`src/rtl/core/stt_pkg.sv`:
```
// shared types, codes and helpers for the supervisor timeout tick planner
`timescale 1ns / 1ps

package stt_pkg;

    localparam int NOW_W     = 48;
    localparam int DUE_W     = 49;
    localparam int PROD_W    = 41;
    localparam int WAIT_W    = 31;
    localparam int CFG_W     = 32;
    localparam int CFG_IDX_W = 1;
    localparam int MS_PER_S  = 1000;

    localparam int DEF_QUEUE_DEPTH  = 4;
    localparam int DEF_RESULT_DEPTH = 8;

    localparam logic [WAIT_W-1:0] BUSY_WAIT_MS = WAIT_W'(10);
    localparam logic [WAIT_W-1:0] MIN_WAIT_MS  = WAIT_W'(1);

    localparam logic [CFG_W-1:0] IDLE_WAIT_RESET     = CFG_W'(1000);
    localparam logic [CFG_W-1:0] DRAINING_WAIT_RESET = CFG_W'(100);

    // configuration register indexes
    localparam logic [CFG_IDX_W-1:0] CFG_IDLE_WAIT     = 1'b0;
    localparam logic [CFG_IDX_W-1:0] CFG_DRAINING_WAIT = 1'b1;

    // process flag bit positions
    localparam int FLG_HAS_PROCESS = 0;
    localparam int FLG_RESTART     = 1;
    localparam int FLG_TERMINATING = 2;
    localparam int FLG_DRAINING    = 3;
    localparam int FLG_STARTING    = 4;
    localparam int FLG_ONLINE      = 5;
    localparam int FLG_BUSY        = 6;

    // result types
    localparam logic [1:0] RES_RESTART = 2'd0;
    localparam logic [1:0] RES_TIMEOUT = 2'd1;
    localparam logic [1:0] RES_SUMMARY = 2'd2;

    // failure actions on input
    localparam logic [1:0] FA_SKIP    = 2'd0;
    localparam logic [1:0] FA_RESTART = 2'd1;
    localparam logic [1:0] FA_REBOOT  = 2'd2;

    // timeout actions on output
    localparam logic [1:0] ACT_IGNORE  = 2'd0;
    localparam logic [1:0] ACT_ACCEPT  = 2'd1;
    localparam logic [1:0] ACT_RESTART = 2'd2;
    localparam logic [1:0] ACT_REBOOT  = 2'd3;

    localparam logic KIND_START = 1'b0;
    localparam logic KIND_BEAT  = 1'b1;

    // item classes between front and back
    localparam logic [1:0] CLS_NONE    = 2'd0;
    localparam logic [1:0] CLS_RESTART = 2'd1;
    localparam logic [1:0] CLS_TERM    = 2'd2;
    localparam logic [1:0] CLS_TIMER   = 2'd3;

    typedef struct packed {
        logic [47:0] now_ms;
        logic [6:0]  process_flags;
        logic [47:0] pending_due_ms;
        logic [47:0] launched_ms;
        logic signed [31:0] start_limit_s;
        logic [47:0] last_beat_ms;
        logic signed [31:0] beat_timeout_s;
        logic [47:0] beat_action_due_ms;
        logic [15:0] proc_index;
        logic [31:0] proc_generation;
        logic [1:0]  on_fail_act;
        logic        last_process;
    } in_item_t;

    typedef struct packed {
        logic [1:0]  result_type;
        logic [15:0] out_index;
        logic [31:0] out_generation;
        logic        timeout_kind;
        logic [1:0]  timeout_action;
        logic [30:0] tick_wait_ms;
        logic        last_result;
    } out_item_t;

    typedef struct packed {
        logic [1:0]       cls;
        logic [DUE_W-1:0] due;
        logic [NOW_W-1:0] now;
        logic [15:0]      idx;
        logic [31:0]      gen;
        logic             kind;
        logic [1:0]       action;
        logic             drain;
        logic             busy;
        logic             last;
    } cls_item_t;

    // wait register clamped to at least one
    function automatic logic [WAIT_W-1:0] clamp_wait(input logic [CFG_W-1:0] v);
        logic [WAIT_W-1:0] r;
        if (v[CFG_W-1] || (v == '0))
        begin
            r = MIN_WAIT_MS;
        end
        else
        begin
            r = v[WAIT_W-1:0];
        end
        return r;
    endfunction

endpackage

```
`src/rtl/core/stt_fifo.sv`:
```
// small first-in first-out queue between the front and the back
`timescale 1ns / 1ps

module stt_fifo #(
    parameter int WIDTH = 8,
    parameter int DEPTH = 4
) (
    input  logic             clk,
    input  logic             rst_n,
    input  logic             wr_en,
    input  logic [WIDTH-1:0] wr_data,
    output logic             full,
    input  logic             rd_en,
    output logic [WIDTH-1:0] rd_data,
    output logic             empty
);
    localparam int PTR_W = (DEPTH > 1) ? $clog2(DEPTH) : 1;
    localparam int CNT_W = $clog2(DEPTH + 1);

    logic [WIDTH-1:0] mem [DEPTH];
    logic [PTR_W-1:0] wr_ptr_reg, wr_ptr_next;
    logic [PTR_W-1:0] rd_ptr_reg, rd_ptr_next;
    logic [CNT_W-1:0] count_reg, count_next;
    logic             do_wr, do_rd;

    assign full    = (count_reg == CNT_W'(DEPTH));
    assign empty   = (count_reg == '0);
    assign do_wr   = wr_en && !full;
    assign do_rd   = rd_en && !empty;
    assign rd_data = mem[rd_ptr_reg];

    always_comb
    begin
        wr_ptr_next = wr_ptr_reg;
        rd_ptr_next = rd_ptr_reg;
        count_next  = count_reg;
        if (do_wr)
        begin
            wr_ptr_next = (wr_ptr_reg == PTR_W'(DEPTH - 1)) ? '0 : wr_ptr_reg + 1'b1;
        end
        if (do_rd)
        begin
            rd_ptr_next = (rd_ptr_reg == PTR_W'(DEPTH - 1)) ? '0 : rd_ptr_reg + 1'b1;
        end
        if (do_wr && !do_rd)
        begin
            count_next = count_reg + 1'b1;
        end
        else if (do_rd && !do_wr)
        begin
            count_next = count_reg - 1'b1;
        end
    end

    always_ff @(posedge clk or negedge rst_n)
    begin
        if (!rst_n)
        begin
            wr_ptr_reg <= '0;
            rd_ptr_reg <= '0;
            count_reg  <= '0;
        end
        else
        begin
            wr_ptr_reg <= wr_ptr_next;
            rd_ptr_reg <= rd_ptr_next;
            count_reg  <= count_next;
        end
    end

    always_ff @(posedge clk)
    begin
        if (do_wr)
        begin
            mem[wr_ptr_reg] <= wr_data;
        end
    end

endmodule

```
`src/rtl/core/stt_front.sv`:
```
// front: takes process items, scales timeouts and classifies each item
`timescale 1ns / 1ps

module stt_front (
    input  logic                clk,
    input  logic                rst_n,
    input  logic                push,
    output logic                full,
    input  stt_pkg::in_item_t   item,
    output logic                q_wr,
    output stt_pkg::cls_item_t  q_data,
    input  logic                q_full
);
    import stt_pkg::*;

    logic              f1_valid_reg, f1_valid_next;
    in_item_t          f1_item_reg;
    logic [PROD_W-1:0] start_prod_reg, beat_prod_reg;
    logic              start_en_reg, beat_en_reg;
    logic              accept;

    logic [DUE_W-1:0]  start_due, beat_sum, beat_due;
    logic [6:0]        flags;

    assign full   = f1_valid_reg && q_full;
    assign accept = push && !full;
    assign q_wr   = f1_valid_reg && !q_full;

    assign f1_valid_next = accept || (f1_valid_reg && q_full);

    always_ff @(posedge clk or negedge rst_n)
    begin
        if (!rst_n)
        begin
            f1_valid_reg <= 1'b0;
        end
        else
        begin
            f1_valid_reg <= f1_valid_next;
        end
    end

    // timeouts in seconds scaled to ms here, added on the next cycle
    always_ff @(posedge clk)
    begin
        if (accept)
        begin
            f1_item_reg    <= item;
            start_prod_reg <= PROD_W'(item.start_limit_s[30:0]) * PROD_W'(MS_PER_S);
            beat_prod_reg  <= PROD_W'(item.beat_timeout_s[30:0]) * PROD_W'(MS_PER_S);
            start_en_reg   <= !item.start_limit_s[31];
            beat_en_reg    <= !item.beat_timeout_s[31] && (item.beat_timeout_s != '0);
        end
    end

    assign flags     = f1_item_reg.process_flags;
    assign start_due = DUE_W'(f1_item_reg.launched_ms) + DUE_W'(start_prod_reg);
    assign beat_sum  = DUE_W'(f1_item_reg.last_beat_ms) + DUE_W'(beat_prod_reg);
    assign beat_due  = (DUE_W'(f1_item_reg.beat_action_due_ms) > beat_sum)
                     ? DUE_W'(f1_item_reg.beat_action_due_ms) : beat_sum;

    always_comb
    begin
        q_data        = '0;
        q_data.now    = f1_item_reg.now_ms;
        q_data.idx    = f1_item_reg.proc_index;
        q_data.gen    = f1_item_reg.proc_generation;
        q_data.busy   = flags[FLG_BUSY];
        q_data.last   = f1_item_reg.last_process;
        q_data.cls    = CLS_NONE;
        q_data.due    = DUE_W'(f1_item_reg.pending_due_ms);
        q_data.kind   = KIND_START;

        priority if (!flags[FLG_HAS_PROCESS])
        begin
            if (flags[FLG_RESTART])
            begin
                q_data.cls = CLS_RESTART;
            end
        end
        else if (flags[FLG_TERMINATING])
        begin
            q_data.cls   = CLS_TERM;
            q_data.drain = flags[FLG_DRAINING];
            // no termination due: all ones never lowers the running minimum
            if (f1_item_reg.pending_due_ms == '0)
            begin
                q_data.due = '1;
            end
        end
        else if (flags[FLG_STARTING] && start_en_reg)
        begin
            q_data.cls = CLS_TIMER;
            q_data.due = start_due;
        end
        else if (flags[FLG_ONLINE] && beat_en_reg)
        begin
            q_data.cls  = CLS_TIMER;
            q_data.due  = beat_due;
            q_data.kind = KIND_BEAT;
        end
        else
        begin
            // running process with no armed timer
            q_data.cls = CLS_NONE;
        end

        unique case (f1_item_reg.on_fail_act)
            FA_SKIP:    q_data.action = (q_data.kind == KIND_START) ? ACT_ACCEPT : ACT_IGNORE;
            FA_RESTART: q_data.action = ACT_RESTART;
            FA_REBOOT:  q_data.action = ACT_REBOOT;
            default:    q_data.action = ACT_IGNORE;
        endcase
    end

endmodule

```
`src/rtl/core/stt_back.sv`:
```
// back: checks due times, keeps the tick state and buffers the results
`timescale 1ns / 1ps

module stt_back #(
    parameter int RESULT_DEPTH = stt_pkg::DEF_RESULT_DEPTH
) (
    input  logic                                clk,
    input  logic                                rst_n,
    input  logic                                q_empty,
    input  stt_pkg::cls_item_t                  q_data,
    output logic                                q_rd,
    input  logic                                cfg_valid,
    input  logic [stt_pkg::CFG_IDX_W-1:0]       cfg_index,
    input  logic [stt_pkg::CFG_W-1:0]           cfg_data,
    output logic                                empty,
    input  logic                                pop,
    output stt_pkg::out_item_t                  result
);
    import stt_pkg::*;

    localparam int PTR_W = $clog2(RESULT_DEPTH);
    localparam int CNT_W = $clog2(RESULT_DEPTH + 1);

    logic [CFG_W-1:0]  idle_wait_reg, draining_wait_reg;
    logic [WAIT_W-1:0] dflt_wait;

    // tick state
    logic              tick_open_reg;
    logic              event_reg, drain_reg;
    logic [DUE_W-1:0]  earliest_reg;

    // summary stage
    logic              sum_valid_reg;
    logic [DUE_W-1:0]  sum_earliest_reg;
    logic [NOW_W-1:0]  sum_now_reg;
    logic              sum_event_reg, sum_drain_reg, sum_busy_reg;

    // result buffer
    out_item_t         ob [RESULT_DEPTH];
    logic [PTR_W-1:0]  wr_ptr_reg, rd_ptr_reg;
    logic [PTR_W-1:0]  wr_ptr_inc, wr_ptr_inc2, rd_ptr_inc;
    logic [CNT_W-1:0]  ob_count_reg, ob_count_next;

    logic              adv, is_due, fire, fold, ev_push, pop_ok;
    logic              base_event, base_drain;
    logic [DUE_W-1:0]  now_ext, base_earliest, earliest_new;
    logic              event_new, drain_new;
    out_item_t         ev_item, sum_item;
    logic [DUE_W-1:0]  gap;
    logic [WAIT_W-1:0] wait_ms;

    assign dflt_wait = clamp_wait(idle_wait_reg);

    always_ff @(posedge clk or negedge rst_n)
    begin
        if (!rst_n)
        begin
            idle_wait_reg     <= IDLE_WAIT_RESET;
            draining_wait_reg <= DRAINING_WAIT_RESET;
        end
        else if (cfg_valid)
        begin
            unique case (cfg_index)
                CFG_IDLE_WAIT:     idle_wait_reg     <= cfg_data;
                CFG_DRAINING_WAIT: draining_wait_reg <= cfg_data;
                default:           ;
            endcase
        end
    end

    // leave room for this item's event plus the summary still to come
    assign adv  = !q_empty && (ob_count_reg <= CNT_W'(RESULT_DEPTH - 3));
    assign q_rd = adv;

    assign now_ext       = DUE_W'(q_data.now);
    assign base_earliest = tick_open_reg ? earliest_reg : now_ext + DUE_W'(dflt_wait);
    assign base_event    = tick_open_reg && event_reg;
    assign base_drain    = tick_open_reg && drain_reg;

    assign is_due = (q_data.due <= now_ext);
    assign fire   = ((q_data.cls == CLS_RESTART) || (q_data.cls == CLS_TIMER)) && is_due;
    assign fold   = (((q_data.cls == CLS_RESTART) || (q_data.cls == CLS_TIMER)) && !is_due)
                 || (q_data.cls == CLS_TERM);

    assign earliest_new = (fold && (q_data.due < base_earliest)) ? q_data.due : base_earliest;
    assign event_new    = base_event || fire;
    assign drain_new    = base_drain || ((q_data.cls == CLS_TERM) && q_data.drain);
    assign ev_push      = adv && fire;

    always_comb
    begin
        ev_item           = '0;
        ev_item.out_index = q_data.idx;
        if (q_data.cls == CLS_RESTART)
        begin
            ev_item.result_type = RES_RESTART;
        end
        else
        begin
            ev_item.result_type    = RES_TIMEOUT;
            ev_item.out_generation = q_data.gen;
            ev_item.timeout_kind   = q_data.kind;
            ev_item.timeout_action = q_data.action;
        end
    end

    always_ff @(posedge clk or negedge rst_n)
    begin
        if (!rst_n)
        begin
            tick_open_reg <= 1'b0;
            event_reg     <= 1'b0;
            drain_reg     <= 1'b0;
            sum_valid_reg <= 1'b0;
        end
        else
        begin
            sum_valid_reg <= adv && q_data.last;
            if (adv)
            begin
                tick_open_reg <= !q_data.last;
                event_reg     <= event_new;
                drain_reg     <= drain_new;
            end
        end
    end

    always_ff @(posedge clk)
    begin
        if (adv)
        begin
            earliest_reg     <= earliest_new;
            sum_earliest_reg <= earliest_new;
            sum_now_reg      <= q_data.now;
            sum_event_reg    <= event_new;
            sum_drain_reg    <= drain_new;
            sum_busy_reg     <= q_data.busy;
        end
    end

    // summary wait from the closed tick
    assign gap = sum_earliest_reg - DUE_W'(sum_now_reg);

    always_comb
    begin
        priority if (sum_event_reg)
        begin
            wait_ms = MIN_WAIT_MS;
        end
        else if (sum_busy_reg)
        begin
            wait_ms = BUSY_WAIT_MS;
        end
        else if (sum_drain_reg)
        begin
            wait_ms = clamp_wait(draining_wait_reg);
        end
        else if (sum_earliest_reg <= DUE_W'(sum_now_reg))
        begin
            wait_ms = MIN_WAIT_MS;
        end
        else if (gap < DUE_W'(dflt_wait))
        begin
            wait_ms = gap[WAIT_W-1:0];
        end
        else
        begin
            wait_ms = dflt_wait;
        end
    end

    always_comb
    begin
        sum_item              = '0;
        sum_item.result_type  = RES_SUMMARY;
        sum_item.tick_wait_ms = wait_ms;
        sum_item.last_result  = 1'b1;
    end

    // the summary is older than any event pushed in the same cycle
    assign pop_ok = pop && !empty;
    assign empty  = (ob_count_reg == '0);
    assign result = ob[rd_ptr_reg];

    assign wr_ptr_inc  = (wr_ptr_reg == PTR_W'(RESULT_DEPTH - 1)) ? '0 : wr_ptr_reg + 1'b1;
    assign wr_ptr_inc2 = (wr_ptr_inc == PTR_W'(RESULT_DEPTH - 1)) ? '0 : wr_ptr_inc + 1'b1;
    assign rd_ptr_inc  = (rd_ptr_reg == PTR_W'(RESULT_DEPTH - 1)) ? '0 : rd_ptr_reg + 1'b1;

    assign ob_count_next = ob_count_reg + CNT_W'(sum_valid_reg) + CNT_W'(ev_push)
                         - CNT_W'(pop_ok);

    always_ff @(posedge clk or negedge rst_n)
    begin
        if (!rst_n)
        begin
            wr_ptr_reg   <= '0;
            rd_ptr_reg   <= '0;
            ob_count_reg <= '0;
        end
        else
        begin
            if (sum_valid_reg && ev_push)
            begin
                wr_ptr_reg <= wr_ptr_inc2;
            end
            else if (sum_valid_reg || ev_push)
            begin
                wr_ptr_reg <= wr_ptr_inc;
            end
            if (pop_ok)
            begin
                rd_ptr_reg <= rd_ptr_inc;
            end
            ob_count_reg <= ob_count_next;
        end
    end

    always_ff @(posedge clk)
    begin
        if (sum_valid_reg)
        begin
            ob[wr_ptr_reg] <= sum_item;
        end
        if (ev_push)
        begin
            ob[sum_valid_reg ? wr_ptr_inc : wr_ptr_reg] <= ev_item;
        end
    end

`ifndef ASSERT_OFF
    a_ob_no_overflow: assert property (@(posedge clk) disable iff (!rst_n)
        ob_count_reg <= CNT_W'(RESULT_DEPTH))
        else $error("result buffer overflow");

    a_sum_follows_last: assert property (@(posedge clk) disable iff (!rst_n)
        (adv && q_data.last) |=> sum_valid_reg)
        else $error("closing item without summary");

    a_last_on_summary: assert property (@(posedge clk) disable iff (!rst_n)
        !empty |-> (result.last_result == (result.result_type == RES_SUMMARY)))
        else $error("last_result does not match summary type");

    a_tick_closed_after_last: assert property (@(posedge clk) disable iff (!rst_n)
        sum_valid_reg |-> !tick_open_reg)
        else $error("tick still open after summary");
`endif

endmodule

```
`src/rtl/core/supervisor_timeout_tick_planner.sv`:
```
// top level: process timeout tick planner with decoupled front and back
`timescale 1ns / 1ps
// event path: front register, queue, result buffer; a summary also passes the summary stage
// throughput: one item per cycle unless stalled, set by front scaling and the back due check
// an item with an event and a summary needs two pops, so such items are held back by the pops
// the back holds items while more than RESULT_DEPTH-3 results wait to be popped
// reset clears the queues and the tick state, default wait 1000 ms and draining wait 100 ms

module supervisor_timeout_tick_planner #(
    parameter int QUEUE_DEPTH  = stt_pkg::DEF_QUEUE_DEPTH,
    parameter int RESULT_DEPTH = stt_pkg::DEF_RESULT_DEPTH
) (
    input  logic                          clk,
    input  logic                          rst_n,
    input  logic                          push,
    output logic                          full,
    input  stt_pkg::in_item_t             item,
    output logic                          empty,
    input  logic                          pop,
    output stt_pkg::out_item_t            result,
    input  logic                          cfg_valid,
    output logic                          cfg_ready,
    input  logic [stt_pkg::CFG_IDX_W-1:0] cfg_index,
    input  logic [stt_pkg::CFG_W-1:0]     cfg_data
);
    import stt_pkg::*;

    logic      q_wr, q_full, q_rd, q_empty;
    cls_item_t q_wr_data, q_rd_data;

    assign cfg_ready = 1'b1;

    stt_front u_front (
        .clk    (clk),
        .rst_n  (rst_n),
        .push   (push),
        .full   (full),
        .item   (item),
        .q_wr   (q_wr),
        .q_data (q_wr_data),
        .q_full (q_full)
    );

    stt_fifo #(
        .WIDTH ($bits(cls_item_t)),
        .DEPTH (QUEUE_DEPTH)
    ) u_queue (
        .clk     (clk),
        .rst_n   (rst_n),
        .wr_en   (q_wr),
        .wr_data (q_wr_data),
        .full    (q_full),
        .rd_en   (q_rd),
        .rd_data (q_rd_data),
        .empty   (q_empty)
    );

    stt_back #(
        .RESULT_DEPTH (RESULT_DEPTH)
    ) u_back (
        .clk       (clk),
        .rst_n     (rst_n),
        .q_empty   (q_empty),
        .q_data    (q_rd_data),
        .q_rd      (q_rd),
        .cfg_valid (cfg_valid && cfg_ready),
        .cfg_index (cfg_index),
        .cfg_data  (cfg_data),
        .empty     (empty),
        .pop       (pop),
        .result    (result)
    );

endmodule
```
`config.mk`:
```
export PLATFORM = sky130hd
export DESIGN_NAME = supervisor_timeout_tick_planner
export DESIGN_NICKNAME = d
export VERILOG_FILES = /design/src/rtl/core/stt_pkg.sv /design/src/rtl/core/stt_fifo.sv /design/src/rtl/core/stt_front.sv /design/src/rtl/core/stt_back.sv /design/src/rtl/core/supervisor_timeout_tick_planner.sv
export SDC_FILE = /design/constraint.sdc
export NUM_CORES = 2
export LEC_CHECK = 0
export ABC_AREA = 1
export BUFFER_PORTS_ARGS = -buffer_cell sky130_fd_sc_hd__buf_2
export CORE_MARGIN = 2
export CORE_UTILIZATION = 45
export DETAILED_ROUTE_END_ITERATION = 6
export PLACE_DENSITY_LB_ADDON = 0.3
export REMOVE_ABC_BUFFERS = 1
export SLEW_MARGIN = 20
export SYNTH_ARGS = -nofsm -noshare
export SYNTH_HDL_FRONTEND = slang
export SYNTH_SLANG_ARGS = --single-unit
```
`constraint.sdc`:
```
create_clock -name clk -period 14.4 [get_ports clk]
set_input_delay 2.88 -clock clk [delete_from_list [all_inputs] [get_ports clk]]
set_output_delay 2.88 -clock clk [all_outputs]
set_load 0.02 [all_outputs]
```
==> metrics <==
status=finished, final reports clean; total power=roughly 29 mW; slew margin rel.=21.4%; Pwr per Cell Area=about 250 mW/mm^2; Layout fillers=20600; sequential-to-total area share from yosys stat=51.4%; CP cell instances=buf_4 > buf_4 > buf_4 > o21ai_0 > o22ai_1 > nor2_1 > a31oi_1 > buf_2; most frequent CP cell=buf_4; global placement routability congestion=1.02; warnings from Yosys=0; Row Count=174; Vias=81700; RSZ-0062 raised after global routing=no; final max-slew violation count=0; crit start category=flip-flop; cells after synthesis=10900; critical path's slowest cell=buf_4; most common cell after layout, fill and taps aside=nand2_1; DP HPWL=236000 um; global-route usage over all layers=about 28%; EDFF count, synth=1504; cell area after synthesis=roughly 0.1 sq mm; port bufs=486; flops & latches, synth=1846; CTS clk-pin slew, worst paths=0.06 ns; max reg flops=672; fin crit period=8.61 ns; Clock Skew=0.104 ns; met2 global-route usage=between 40% and 50%; CP arrival=5.73 ns; Synth Flop Type=edfxtp_1; drt pass-1 iters=7; via/cell ratio=5.66; busiest layer in global routing=met2; CP peak stage delay=0.97 ns; Worst setup endpoint=result[52]; post-placement cell count=14100; Worst VDD drop=0.159 mV; largest net degree at the start of global routing=157; Syn-to-layout area delta=11.5%; # H-tree levels=4; Num Clock Sinks=1846; number of CTS-inserted buffers=193; # hold bufs at CTS=0; Critical R2R Launch=u_queue.rd_ptr_reg[0]; reg2reg end=u_back.ob[2][32]; vias in the first global route=79000; Distinct cells, synth=76; Post-DRT Antenna Nets=0; Avg Cell Area, Syn=between 9 and 10 sq um; Max Freq=~120 MHz; NumNets Final=12400; First DRT Iteration DRCs=8961; final setup vio count=0; Starting Density=a little under half; type of the worst setup path=reg2out; final std cells w/o fill=14400; r2r setup slk=6.24 ns; CTS root buffer=clkbuf_16; crit path from=u_back.rd_ptr_reg[0]; # IOs=about 490; cell leakage power=about 48 nW; post-CTS setup repair buffer count=0; CTS tree=yes; maximum fanout along the worst path=96; CTS resizes=0; CP endpoint kind=primary output; async set or reset register ratio after synthesis=4.66%; grt total ovfl=0; DR WL/cell=23.1 um; fin crit share=between 50% and 60%; Hold WC Path Type=reg2reg; die area=0.231 sq mm; Die Height=~480 um; multi-input logic area=0.0433 sq mm; Horiz. Die Dim=~480 um; Reg2Reg Depth=23; Core ar.=0.225 sq mm; layout cells sized above 1=9.79%; most frequent cells in the layout=nand2_1, nor2_1, edfxtp_1; global routing usage on met3=under 10%; drt drc=0; # Max-Cap Violations=0; Routed WL=334000 um; Worst Max-Slew Pin Slew=1.18 ns; maximum clock path buffer count=3; clock latency on the worst-skew pair=0.89 ns; FF+latch area=0.0525 sq mm; final hold vios=0; antenna violations before repair=40; Worst Path Required=11.52 ns; grt met1 use=38.0%; first-pass GRT wire length=between 400000 and 500000 um
[metal layers]
metal / vias to the layer above / wire, um / share of wire, %
li1: 37800 / - / -
met2: 3807 / 153000 / 46
met5: - / 271 / 0.081
met3: 720 / 27700 / 8.3
met1: 39300 / 137000 / 41
met4: 40 / 15500 / 4.6
[metrics by stage]
step | hold WS, ns | util [%] | setup WS, ns | instance area, sq um | setup TNS, ns
2_1_floorplan | 0.427 | - | -1.72 | 100000 | -186.81
3_3_place_gp | 0.437 | 47.7 | 6.39 | 107000 | 0
3_5_place_dp | 0.440 | 47.7 | 6.29 | 107000 | 0
4_1_cts | 0.420 | 50.5 | 5.99 | 114000 | 0
5_1_grt | 0.463 | 50.5 | 5.57 | 114000 | 0
6_report | 0.429 | 50.5 | 5.79 | 114000 | 0
[layout make-up]
class / count / share of cell area (%)
sequential: 1846 / 46.1
multi-input combinational: 7415 / 38.0
clock buffer: 225 / 4.42
inverter: 1227 / 4.08
tap: 2992 / 3.29
timing repair buffer: 584 / 2.81
clock inverter: 126 / 1.23
antenna: 13 / 0.0286
[cell usage after synthesis (all sizes together) (5+ instances only)]
master / count / area (sq um)
a211oi: 19 / 143
a21boi: 12 / 90.1
a21o: 19 / 143
a21oi: 513 / 2570
a221oi: 9 / 78.8
a22oi: 33 / 248
a31oi: 115 / 719
a32o: 48 / 480
a32oi: 49 / 467
and3: 8 / 50.1
buf: 96 / 547
clkbuf: 336 / 1260
clkinv: 5 / 18.8
dfrtp: 77 / 1930
dfstp: 9 / 236
dfxtp: 256 / 5120
edfxtp: 1504 / 45200
fa: 235 / 4700
ha: 519 / 6490
inv: 1222 / 4590
nand2: 2020 / 7770
nand3: 759 / 3950
nand3b: 82 / 820
nand4: 108 / 691
nor2: 1569 / 5970
nor3: 68 / 405
nor4: 28 / 181
o211ai: 35 / 263
o21a: 23 / 173
o21ai: 752 / 3770
o21bai: 27 / 206
o221ai: 12 / 105
o22ai: 138 / 870
o31ai: 5 / 37.5
or2: 31 / 194
xnor2: 60 / 526
xor2: 95 / 832
[power breakdown]
part	switching, mW	total [mW]	leakage [nW]	internal [mW]
registers	0.712	8.31	16.8	7.60
clock network	2.19	5.06	3.11	2.86
logic	10.9	15.5	28.1	4.67
[critical path: cells and delay by family, from the launching register on]
family                 cells  cell delay, ns
and+or+nand+nor            1            0.06
AOI/OAI and AO/OA          3            1.09
buffers and inverters      4            2.73
DFF                        1            0.67
[kinds of logic (layout without fill, tap and decap cells)]
logic type	count (synthesis)	in the layout	share of synthesized area [%]
simple gates	4684	4684	19.7
flops	1846	1846	51.4
compound gates	1820	1820	10.3
buf+inv	1659	2162	6.29
fa+ha+maj	754	754	11.0
xor+xnor	155	155	1.33
other cells	1	14	0.00368
mux	1	1	0.00981
[worst min path at each step]
stage,start,end,cells after the start
after floorplan,u_back.ob[0][14],u_back.ob[0][14],2
after detailed placement,u_back.ob[4][30],u_back.ob[4][30],2
after global routing,u_front.q_data[27],u_queue.mem[2][27],0
final,u_front.q_data[15],u_queue.mem[0][15],0
after CTS,u_front.q_data[27],u_queue.mem[3][27],0
after global placement,u_back.ob[0][26],u_back.ob[0][26],2
No activity file was read; power rests on OpenSTA's default activity.
